==> config.mk <==
export PLATFORM = sky130hd
export DESIGN_NAME = osc_message_coalesce_classifier_top
export DESIGN_NICKNAME = d
export VERILOG_FILES = /design/src/design/omcc_pkg.sv /design/src/design/osc_message_coalesce_classifier_top.sv
export SDC_FILE = /design/constraint.sdc
export NUM_CORES = 1
export LEC_CHECK = 0
export BUFFER_PORTS_ARGS = -buffer_cell sky130_fd_sc_hd__buf_2
export CORE_AREA = 2 2 224 248
export DETAILED_ROUTE_END_ITERATION = 10
export DIE_AREA = 0 0 226 250
export PLACE_DENSITY = 0.67
export SETUP_SLACK_MARGIN = 0.2
export SYNTH_ARGS = -nofsm -noshare
export SYNTH_HDL_FRONTEND = slang
export SYNTH_SLANG_ARGS = --single-unit
==> constraint.sdc <==
create_clock -name clock -period 14.4 [get_ports clock]
set_input_delay 2.88 -clock clock [delete_from_list [all_inputs] [get_ports clock]]
set_output_delay 2.88 -clock clock [all_outputs]
set_load 0.005 [all_outputs]
==> src/design/omcc_pkg.sv <==
// ----------------------------------------------------------------------------
// omcc_pkg
// types and constants for the osc message classifier
// ----------------------------------------------------------------------------
`default_nettype none
package omcc_pkg;
   localparam logic [2:0] PH_ADDR = 3'd0;
   localparam logic [2:0] PH_PAD1 = 3'd1;
   localparam logic [2:0] PH_TAG  = 3'd2;
   localparam logic [2:0] PH_PAD2 = 3'd3;
   localparam logic [2:0] PH_ARG  = 3'd4;
   localparam logic [2:0] PH_IDLE = 3'd5;

   localparam logic [3:0] RSN_OK       = 4'd0;
   localparam logic [3:0] RSN_NO_SLASH = 4'd1;
   localparam logic [3:0] RSN_NO_TERM  = 4'd2;
   localparam logic [3:0] RSN_NO_RULE  = 4'd3;
   localparam logic [3:0] RSN_DIGIT    = 4'd4;
   localparam logic [3:0] RSN_NO_COMMA = 4'd5;
   localparam logic [3:0] RSN_NOT_INT  = 4'd6;
   localparam logic [3:0] RSN_TAG_OPEN = 4'd7;
   localparam logic [3:0] RSN_ARG_SHORT = 4'd8;
   localparam logic [3:0] RSN_BAD_UTF8 = 4'd9;
   localparam logic [3:0] RSN_OVERSIZE = 4'd10;

   localparam logic [2:0] CSR_ATTR   = 3'd6;
   localparam logic [2:0] CSR_BYPASS = 3'd7;

   localparam logic [7:0] CH_SLASH = 8'h2F;
   localparam logic [7:0] CH_COMMA = 8'h2C;
   localparam logic [7:0] CH_I     = 8'h69;
   localparam logic [7:0] CH_ZERO  = 8'h30;
   localparam logic [7:0] CH_NINE  = 8'h39;

   typedef struct packed {
      logic [31:0] channel_id;
      logic [9:0]  address_length;
      logic        keyed_by_channel;
      logic [1:0]  rule_index;
      logic [3:0]  reject_reason;
      logic        accepted;
   } verdict_type;
endpackage
`default_nettype wire

==> src/design/osc_message_coalesce_classifier_top.sv <==
// ----------------------------------------------------------------------------
// osc_message_coalesce_classifier_top
// byte-serial osc packet classifier, one verdict per packet
// ----------------------------------------------------------------------------
//   channel  dir  contents
//   req_     in   tdata packet_byte, tlast end_of_packet
//   rsp_     out  tdata verdict fields
//   csr_     in   register write port
// one byte per cycle while req_tready is high; the parser state updates in
// the cycle a byte is taken. the verdict is registered in the rsp output
// stage when the last byte is taken and holds under stall.
// req_tready drops while a verdict waits and rsp_tready is low.
// reset is synchronous and clears parser state, registers and the output valid flag.
`default_nettype none
module osc_message_coalesce_classifier_top
   import omcc_pkg::*;
#(
   parameter int MAX_PACKET_BYTES = 1024,
   parameter int NUM_RULES        = 3,
   parameter int MAX_PREFIX_BYTES = 16
) (
   input  wire         clock,
   input  wire         reset,
   input  wire         req_tvalid,
   output logic        req_tready,
   input  wire  [7:0]  req_tdata,   // packet_byte
   input  wire         req_tlast,   // end_of_packet
   output logic        rsp_tvalid,
   input  wire         rsp_tready,
   output logic [55:0] rsp_tdata,   // accepted, reject_reason[4], rule_index[2],
                                    // keyed_by_channel, address_length[10],
                                    // channel_id[32], 6 zero bits
   input  wire         csr_wen,
   input  wire  [2:0]  csr_index,
   input  wire  [63:0] csr_wdata
);
   localparam int PW = $clog2(MAX_PACKET_BYTES + 1);

   logic [63:0] pfx_ff [0:5];
   logic [17:0] attr_ff;
   logic        bypass_ff;

   logic [PW-1:0] pos_ff, pos_in;
   logic [2:0]  ph_ff, ph_in;
   logic [2:0]  match_ff, match_in;
   logic [2:0]  dig_ff, dig_in;
   logic [9:0]  aend_ff, aend_in;
   logic [2:0]  u8_ff, u8_in;
   logic        bad_ff, bad_in;
   logic [2:0]  tag_ff, tag_in;
   logic [31:0] arg_ff, arg_in;
   logic [2:0]  cnt_ff, cnt_in;
   logic [3:0]  rsn_ff, rsn_in;
   logic        ov_ff;
   verdict_type out_ff, vd;

   logic take;
   assign req_tready = !ov_ff || rsp_tready;
   assign take = req_tvalid && req_tready;
   assign rsp_tvalid = ov_ff;
   assign rsp_tdata = {6'd0, out_ff};

   always_ff @(posedge clock) begin
      if (reset) begin
         for (int i = 0; i < 6; i++) pfx_ff[i] <= '0;
         attr_ff <= '0;
         bypass_ff <= 1'b0;
      end else if (csr_wen) begin
         if (csr_index < CSR_ATTR) pfx_ff[csr_index] <= csr_wdata;
         else if (csr_index == CSR_ATTR) attr_ff <= csr_wdata[17:0];
         else if (csr_index == CSR_BYPASS) bypass_ff <= csr_wdata[0];
      end
   end

   function automatic logic [4:0] rlen(input logic [17:0] a, input int r);
      return a[6*r +: 5];
   endfunction

   logic [7:0] b;
   logic [3:0] rsn_fin;
   logic [1:0] sel;
   logic       found;
   logic [4:0] ln;
   logic       u8bad_now;
   assign b = req_tdata;

   always_comb begin
      pos_in = pos_ff; ph_in = ph_ff; match_in = match_ff; dig_in = dig_ff;
      aend_in = aend_ff; u8_in = u8_ff; bad_in = bad_ff; tag_in = tag_ff;
      arg_in = arg_ff; cnt_in = cnt_ff; rsn_in = rsn_ff;
      found = 1'b0; sel = 2'd0; ln = '0; u8bad_now = 1'b0;
      if (pos_ff >= PW'(MAX_PACKET_BYTES)) begin
         rsn_in = RSN_OVERSIZE; ph_in = PH_IDLE;
      end else begin
         pos_in = pos_ff + 1'b1;
         if (rsn_ff == RSN_OK) begin
            case (ph_ff)
               PH_ADDR: begin
                  if (pos_ff == '0 && b != CH_SLASH) begin
                     rsn_in = RSN_NO_SLASH; ph_in = PH_IDLE;
                  end else if (b == 8'd0) begin
                     aend_in = 10'(pos_ff);
                     if (u8_ff != 3'd0) begin
                        bad_in = 1'b1; u8_in = 3'd0;
                     end
                     for (int r = NUM_RULES - 1; r >= 0; r--) begin
                        if (r < 3) begin
                           ln = rlen(attr_ff, r);
                           if (ln != 5'd0 && 32'(ln) <= MAX_PREFIX_BYTES && match_ff[r]
                               && PW'(ln) <= pos_ff) begin
                              found = 1'b1; sel = 2'(r);
                           end
                        end
                     end
                     if (!found) begin
                        rsn_in = RSN_NO_RULE; ph_in = PH_IDLE;
                     end else begin
                        match_in = 3'b001 << sel;
                        if (bypass_ff && attr_ff[6*sel+5] && dig_ff[sel]) begin
                           rsn_in = RSN_DIGIT; ph_in = PH_IDLE;
                        end else if (!attr_ff[6*sel+5]) begin
                           ph_in = PH_IDLE;
                        end else begin
                           tag_in = tag_ff | 3'b100;
                           ph_in = (pos_ff[1:0] == 2'd3) ? PH_TAG : PH_PAD1;
                        end
                     end
                  end else begin
                     for (int r = 0; r < 3; r++) begin
                        if (r < NUM_RULES) begin
                           ln = rlen(attr_ff, r);
                           if (pos_ff < PW'(ln) && 32'(pos_ff) < MAX_PREFIX_BYTES
                               && pos_ff < PW'(16)
                               && pfx_ff[2*r + 32'(pos_ff[3])][8*pos_ff[2:0] +: 8] != b)
                              match_in[r] = 1'b0;
                           if (pos_ff == PW'(ln) && b >= CH_ZERO && b <= CH_NINE)
                              dig_in[r] = 1'b1;
                        end
                     end
                     // utf-8 sequence tracking
                     if (u8_ff != 3'd0) begin
                        case (u8_ff)
                           3'd4: u8bad_now = b < 8'hA0 || b > 8'hBF;
                           3'd5: u8bad_now = b < 8'h80 || b > 8'h9F;
                           3'd6: u8bad_now = b < 8'h90 || b > 8'hBF;
                           3'd7: u8bad_now = b < 8'h80 || b > 8'h8F;
                           default: u8bad_now = b < 8'h80 || b > 8'hBF;
                        endcase
                        if (u8bad_now) begin
                           bad_in = 1'b1; u8_in = 3'd0;
                        end else begin
                           case (u8_ff)
                              3'd3, 3'd6, 3'd7: u8_in = 3'd2;
                              3'd2, 3'd4, 3'd5: u8_in = 3'd1;
                              default: u8_in = 3'd0;
                           endcase
                        end
                     end else if (b >= 8'h80) begin
                        if (b >= 8'hC2 && b <= 8'hDF) u8_in = 3'd1;
                        else if (b == 8'hE0) u8_in = 3'd4;
                        else if (b == 8'hED) u8_in = 3'd5;
                        else if (b >= 8'hE1 && b <= 8'hEF) u8_in = 3'd2;
                        else if (b == 8'hF0) u8_in = 3'd6;
                        else if (b >= 8'hF1 && b <= 8'hF3) u8_in = 3'd3;
                        else if (b == 8'hF4) u8_in = 3'd7;
                        else bad_in = 1'b1;
                     end
                  end
               end
               PH_PAD1: ph_in = (pos_ff[1:0] == 2'd3) ? PH_TAG : PH_PAD1;
               PH_TAG: begin
                  if (!tag_ff[0]) begin
                     if (b != CH_COMMA) begin
                        rsn_in = RSN_NO_COMMA; ph_in = PH_IDLE;
                     end else tag_in[0] = 1'b1;
                  end else if (!tag_ff[1]) begin
                     if (b != CH_I) begin
                        rsn_in = RSN_NOT_INT; ph_in = PH_IDLE;
                     end else tag_in[1] = 1'b1;
                  end else if (b == 8'd0) begin
                     ph_in = (pos_ff[1:0] == 2'd3) ? PH_ARG : PH_PAD2;
                  end
               end
               PH_PAD2: ph_in = (pos_ff[1:0] == 2'd3) ? PH_ARG : PH_PAD2;
               PH_ARG: begin
                  arg_in = {arg_ff[23:0], b};
                  cnt_in = cnt_ff + 1'b1;
                  if (cnt_ff == 3'd3) ph_in = PH_IDLE;
               end
               default: ;
            endcase
         end
      end
      // verdict from the updated state
      if (rsn_in != RSN_OK) rsn_fin = rsn_in;
      else begin
         case (ph_in)
            PH_ADDR: rsn_fin = RSN_NO_TERM;
            PH_PAD1: rsn_fin = RSN_NO_COMMA;
            PH_TAG: rsn_fin = !tag_in[0] ? RSN_NO_COMMA
                            : (!tag_in[1] ? RSN_NOT_INT : RSN_TAG_OPEN);
            PH_PAD2, PH_ARG: rsn_fin = RSN_ARG_SHORT;
            default: rsn_fin = bad_in ? RSN_BAD_UTF8 : RSN_OK;
         endcase
      end
      vd = '0;
      vd.accepted = (rsn_fin == RSN_OK);
      vd.reject_reason = rsn_fin;
      if (rsn_fin == RSN_OK) begin
         vd.rule_index = match_in[0] ? 2'd0 : (match_in[1] ? 2'd1 : 2'd2);
         vd.keyed_by_channel = tag_in[2];
         vd.address_length = aend_in;
         if (tag_in[2]) vd.channel_id = arg_in;
      end
   end

   always_ff @(posedge clock) begin
      if (reset || (take && req_tlast)) begin
         pos_ff <= '0; ph_ff <= PH_ADDR; match_ff <= 3'b111; dig_ff <= '0;
         aend_ff <= '0; u8_ff <= '0; bad_ff <= 1'b0; tag_ff <= '0;
         arg_ff <= '0; cnt_ff <= '0; rsn_ff <= RSN_OK;
      end else if (take) begin
         pos_ff <= pos_in; ph_ff <= ph_in; match_ff <= match_in; dig_ff <= dig_in;
         aend_ff <= aend_in; u8_ff <= u8_in; bad_ff <= bad_in; tag_ff <= tag_in;
         arg_ff <= arg_in; cnt_ff <= cnt_in; rsn_ff <= rsn_in;
      end
   end

   always_ff @(posedge clock) begin
      if (reset) ov_ff <= 1'b0;
      else if (take && req_tlast) ov_ff <= 1'b1;
      else if (rsp_tready) ov_ff <= 1'b0;
      if (take && req_tlast) out_ff <= vd;
   end

   a_acc_reason: assert property (@(posedge clock) disable iff (reset)
      rsp_tvalid |-> (out_ff.accepted == (out_ff.reject_reason == RSN_OK)))
      else $error("accepted disagrees with reason");
   a_rej_zero: assert property (@(posedge clock) disable iff (reset)
      (rsp_tvalid && !out_ff.accepted) |-> (out_ff.channel_id == '0
         && out_ff.address_length == '0))
      else $error("rejected verdict carries fields");
   a_hold: assert property (@(posedge clock) disable iff (reset)
      (rsp_tvalid && !rsp_tready) |=> rsp_tvalid)
      else $error("verdict dropped under stall");
   a_reset_state: assert property (@(posedge clock) disable iff (reset)
      (take && req_tlast) |=> (pos_ff == '0 && rsn_ff == RSN_OK))
      else $error("packet state not cleared");
endmodule
`default_nettype wire

# Word-level counts from Yosys, hierarchy flattened
# Memory sizes are Yosys's and may differ from the RTL's. A register that Yosys moved wholly into a read port is not among the register bits.
# Cells that the tools add are included.
# op_classes
add_sub_neg,5
mul,1
magnitude_cmp,30
eq_ne,33
shifts,4
mux,133
n_bitwise,6
n_reduce_logical,70
# op_table
cell,n
$shiftx A64 B7 Y8,3
$mux W3,37
$mux W32,3
$mux W64,1
$reduce_or A64 Y1,1
$mux W1,51
$mux W10,5
$mux W4,12
$eq A11 B5 Y1,3
$le A5 B11 Y1,3
$lt A11 B5 Y1,3
$eq A8 B8 Y1 const B,4
$ge A8 B8 Y1 const B,4
$logic_and A1 B1 Y1,32
$mux W2,16
$reduce_and A7 Y1,4
$eq A3 B3 Y1 const B,8
$gt A8 B8 Y1 const B,3
$le A8 B8 Y1 const B,3
$lt A8 B8 Y1 const B,3
$ne A8 B8 Y1,3
$lt A11 B5 Y1 const B,2
$eq A3 B2 Y1 const B,7
$ne A8 B6 Y1 const B,2
43 further kinds,69
# word_totals
regBits,146
ram_bits,384
input_bits,81
out_inout_bits,58
wordCells,306
mem_count,1
# mem_list
memory,depth,word_bits,read_ports,rd_clocked_by_memory_dff,wr,line,source
pfx_ff,6,64,3,1,6,osc_message_coalesce_classifier_top.sv:39,logic [63:0] pfx_ff [0:5];

# Logic depth before layout (Yosys ltp)
# logic_depth
depth_word,32
mapped_depth,21
ltp_nobuf,18

# Least setup slack after synthesis
# OpenSTA, ideal clock, no wires.
# synth_path
path_kind,input to output
startpoint,in rsp_tready
endpoint,out req_tready
arrival_ns,3.044
required_time_ns,11.520
setup_slack_ns,8.476
path_stages,1
n_path_buf,0
cell_sequence,nand2b_1
# synth_via
elab_chain_len,1
# synth_rtl
item,line,source
"start, declared",osc_message_coalesce_classifier_top.sv:29,"input wire rsp_tready,"
$logic_or A1 B1 Y1,osc_message_coalesce_classifier_top.sv:58,assign req_tready = !ov_ff || rsp_tready;
"end, declared",osc_message_coalesce_classifier_top.sv:25,"output logic req_tready,"
# No other way between the ends.

# Worst setup path after layout
# Ends and elaborated chain as after synthesis.

==> impl_metrics.ini <==
[clock_tree]
numClockSinks = 531
cts_tree = yes
clock_insertion_delay_worst_skew_ns = 0.63
cts_inserted_buffers = 53
clockBufferDepth = 3
clk_pin_slew_worst_paths_ns = 0.06
postCtsSetupRepairBufs = 0
clock-root-buffer = clkbuf_16
cts.htree.levels = 2
cts_hold_buf = 0
cts_resized = 0

[logic_synthesis]
synthTopCellsByCount = edfxtp_1, nor2_1, nand2_1
cell_type_contributing_the_most_total_cell_area_after_synthesis = edfxtp_1
postSynthRegisterBits = 531
yosys.cell_count.top_type = edfxtp_1
ys_warn_count = 0
post_synth_main_area_contributors = edfxtp_1, mux4_2, dfxtp_1, nor2_1, nand2_1
yosys_most_used_dff = edfxtp_1
synth-edff-count = 434
synth_sequential_area_ratio_pct = 62.4
asyncSetResetFlopFracSynth_pct = 0
netlist_instances = 1988
post_syn_area_per_cell_um2 = 12.1
synthesis.area_um2 = 24000
post-synth-top-area-fraction_pct = 54.3
synth_cell_type_count = 72

[worst_setup_path]
r2r_cells = 17
critical_path_arrival_ns = 3.29
crit_path_top_delay_cell = nand2b_1
crit_fanout = 4
crit_type = input port to output pin
worst_path_dominant_cell_family = buffers and inverters
worst-path-stages = 3
endpoint_kind = output pin
critical_path.n_buffers_inverters = 2
path_cells = buf_2 -> nand2b_1 -> buf_2
crit_top_cell = buf_2
required_ns = 11.52
slowest_delay_ns = 0.17
worst_setup_path_start_kind = input port

[drt]
totalWireLength_um = 62200
post-route-drc-count = 0
wire_per_inst_um = 21.9
route.antenna.remaining_nets = 0
num_vias = 16100
via_per_inst = 5.67
drt_pre_antenna_iters = 7
dr.first_iter.drc_count = 1682

[power]
vdd.ir_drop.worst_mv = 0.134
power_density_nw_per_um2 = 125
p_leak_nw = 9.14

[min_path]
hold_path.class = flop to flop
hold_depth = 2

[floorplanning]
die_area_um2 = 56500
fp.dieW_um = 226
die_h_um = 250
start_util_pct = 44.3
core.rowCount = 90
floorplan.core_area_um2 = 54200
pin_count = 139

[timing]
timing.setup.tns_ns = 0
grt_setup_unrepaired = false
highest_clock_rate_ghz = 0.162
final_period_minus_worst_setup_slack_ns = 6.17
max_slew_margin_pct = 22.0
timing_max_transition_violations_final = 0
setup_violating_endpoint_count_in_the_final_report = 0
worst_slew_pin_slew_ns = 1.17
finalHoldViolCount = 0
setup_ws_ns = 8.23
period_share_pct = 42.8
clock_skew_ns = 0.0243
hold-worst-slack_ns = 0.456

[global_routing]
grt_first_pass_wirelength_um = 95200
overflow = 0
grtUsageTotal_pct = 22.3
number_of_antenna_violations_at_the_first_check_in_global_routing = 2
number_of_global_route_vias_before_repair = 15800
grt_start_max_net_pins = 66

[placed_design]
dp_hpwl_um = 40000
place.detailed.instances = 2744
gp_routability_congestion = 0.887
placement.cell_area_um2 = 25300
numPortBuffers = 132
worst_slack_at_placement_ns = 7.91

[layout]
postLayoutCellArea_um2 = 26900
finish.cell_count_without_fillers = 2843
share_of_cells_above_drive_strength_1_pct = 17.9
register_area_um2 = 15000
ant_diodes = 0
filler_cell_count = 4704
final_net_count = 2166
area_growth_syn_to_layout_pct = 12.0
multi_input_comb_area_um2 = 8210

[run_status]
status = complete, no violations

[run]
max-cap-violations = 0
## sequential cells by signal, indices dropped and copies added, names as in the netlist, 4 cells and up, named ones only
register   cells
aend_ff       10
arg_ff        32
attr_ff       18
pfx_ff       384
pos_ff        11
rsn_ff         4
rsp_tdata     50
## layout by cell type, fill, tap and decap left out, drive strengths merged, types with 4 or more instances in the layout
| cell type | synthesis | routed |
|---|---|---|
| nand2 | 330 | 330 |
| nand4 | 14 | 14 |
| a31oi | 9 | 9 |
| xor2 | 15 | 15 |
| nand3b | 4 | 4 |
| clkinv | 0 | 24 |
| or3 | 4 | 4 |
| clkbuf | 84 | 70 |
| or2 | 8 | 8 |
| and3 | 14 | 14 |
| nor3 | 13 | 13 |
| nand2b | 10 | 10 |
| mux2i | 4 | 4 |
| inv | 90 | 91 |
| dfxtp | 97 | 97 |
| o21ai | 20 | 20 |
| a211oi | 8 | 8 |
| xnor2 | 21 | 21 |
| nand3 | 15 | 15 |
| o2111ai | 4 | 4 |
| nor2 | 374 | 374 |
| ha | 22 | 22 |
| edfxtp | 434 | 434 |
| conb | 1 | 6 |
| nor4 | 12 | 12 |
| and2 | 11 | 11 |
| a21oi | 137 | 137 |
| or4 | 4 | 4 |
| a31o | 7 | 7 |
| buf | 51 | 150 |
| mux4 | 120 | 120 |
## final timing paths
path / startpoint / endpoint / slack [ns]
setup / recovery: rsp_tready / req_tready / 8.23
hold / removal: arg_ff[25]$_SDFFE_PP0P_ / arg_ff[25]$_SDFFE_PP0P_ / 0.46
setup reg to reg: pos_ff[0]$_SDFFE_PP0P_ / rsp_tdata[29]$_SDFFCE_PN0P_ / 8.35
hold reg to reg: arg_ff[25]$_SDFFE_PP0P_ / arg_ff[25]$_SDFFE_PP0P_ / 0.46
## layer usage
metal / vias to the layer above / GRT usage (%) / share of wire (%)
li1: 7215 / - / -
met1: 8097 / 30.8 / 41
met5: - / 0 / 0.043
met3: 101 / 4.32 / 8.4
met2: 708 / 36.0 / 48
met4: 4 / 6.47 / 2.5
## through the flow
stage,total power [mW],util (%)
5_1_grt,3.48,49.6
3_5_place_dp,2.10,46.6
3_3_place_gp,2.09,46.6
4_1_cts,3.39,49.6
2_1_floorplan,1.99,-
6_report,3.37,49.6
## final cells by class
| class | instances | share of cell area, % |
|---|---|---|
| Clock buffer | 70 | 5.25 |
| Clock inverter | 29 | 0.810 |
| Inverter | 90 | 1.26 |
| Multi-Input combinational cell | 1237 | 30.6 |
| Sequential cell | 531 | 55.7 |
| Tap cell | 736 | 3.43 |
| Timing Repair Buffer | 150 | 2.96 |
## worst reg2reg max path: stages, from the launching register on
cell       delay (ns)
dfxtp_2          0.31
buf_4            0.72
inv_1            0.29
ha_1             0.35
nand3_1          0.08
nor2_1           0.07
or4_4            0.54
nand2_1          0.15
and4_1           0.25
ha_1             0.27
o21ai_0          0.15
nand2_1          0.07
a2111oi_0        0.59
a221oi_1         0.16
a2111oi_1        0.51
o21ai_2          0.26
o2111ai_4        0.83
a21oi_1          0.13
## cell families (layout without fill, tap and decap cells)
group,count (synthesis),after routing,share of synthesized area [%]
buffers and inverters,225,339,3.76
DFF,531,531,62.4
AOI/OAI and AO/OA,225,225,5.81
xor gates and xnor gates,36,36,1.31
and+or+nand+nor,824,824,14.1
other,1,6,0.0156
muxes,124,124,11.4
adders and majority gates,22,22,1.15
## power by group
group / internal [mW] / total (mW) / switching, mW
registers: 1.74 / 1.77 / 0.0289
logic: 0.106 / 0.300 / 0.194
clock network: 0.711 / 1.30 / 0.588
Note: power is estimated with default switching activity, not from simulation.
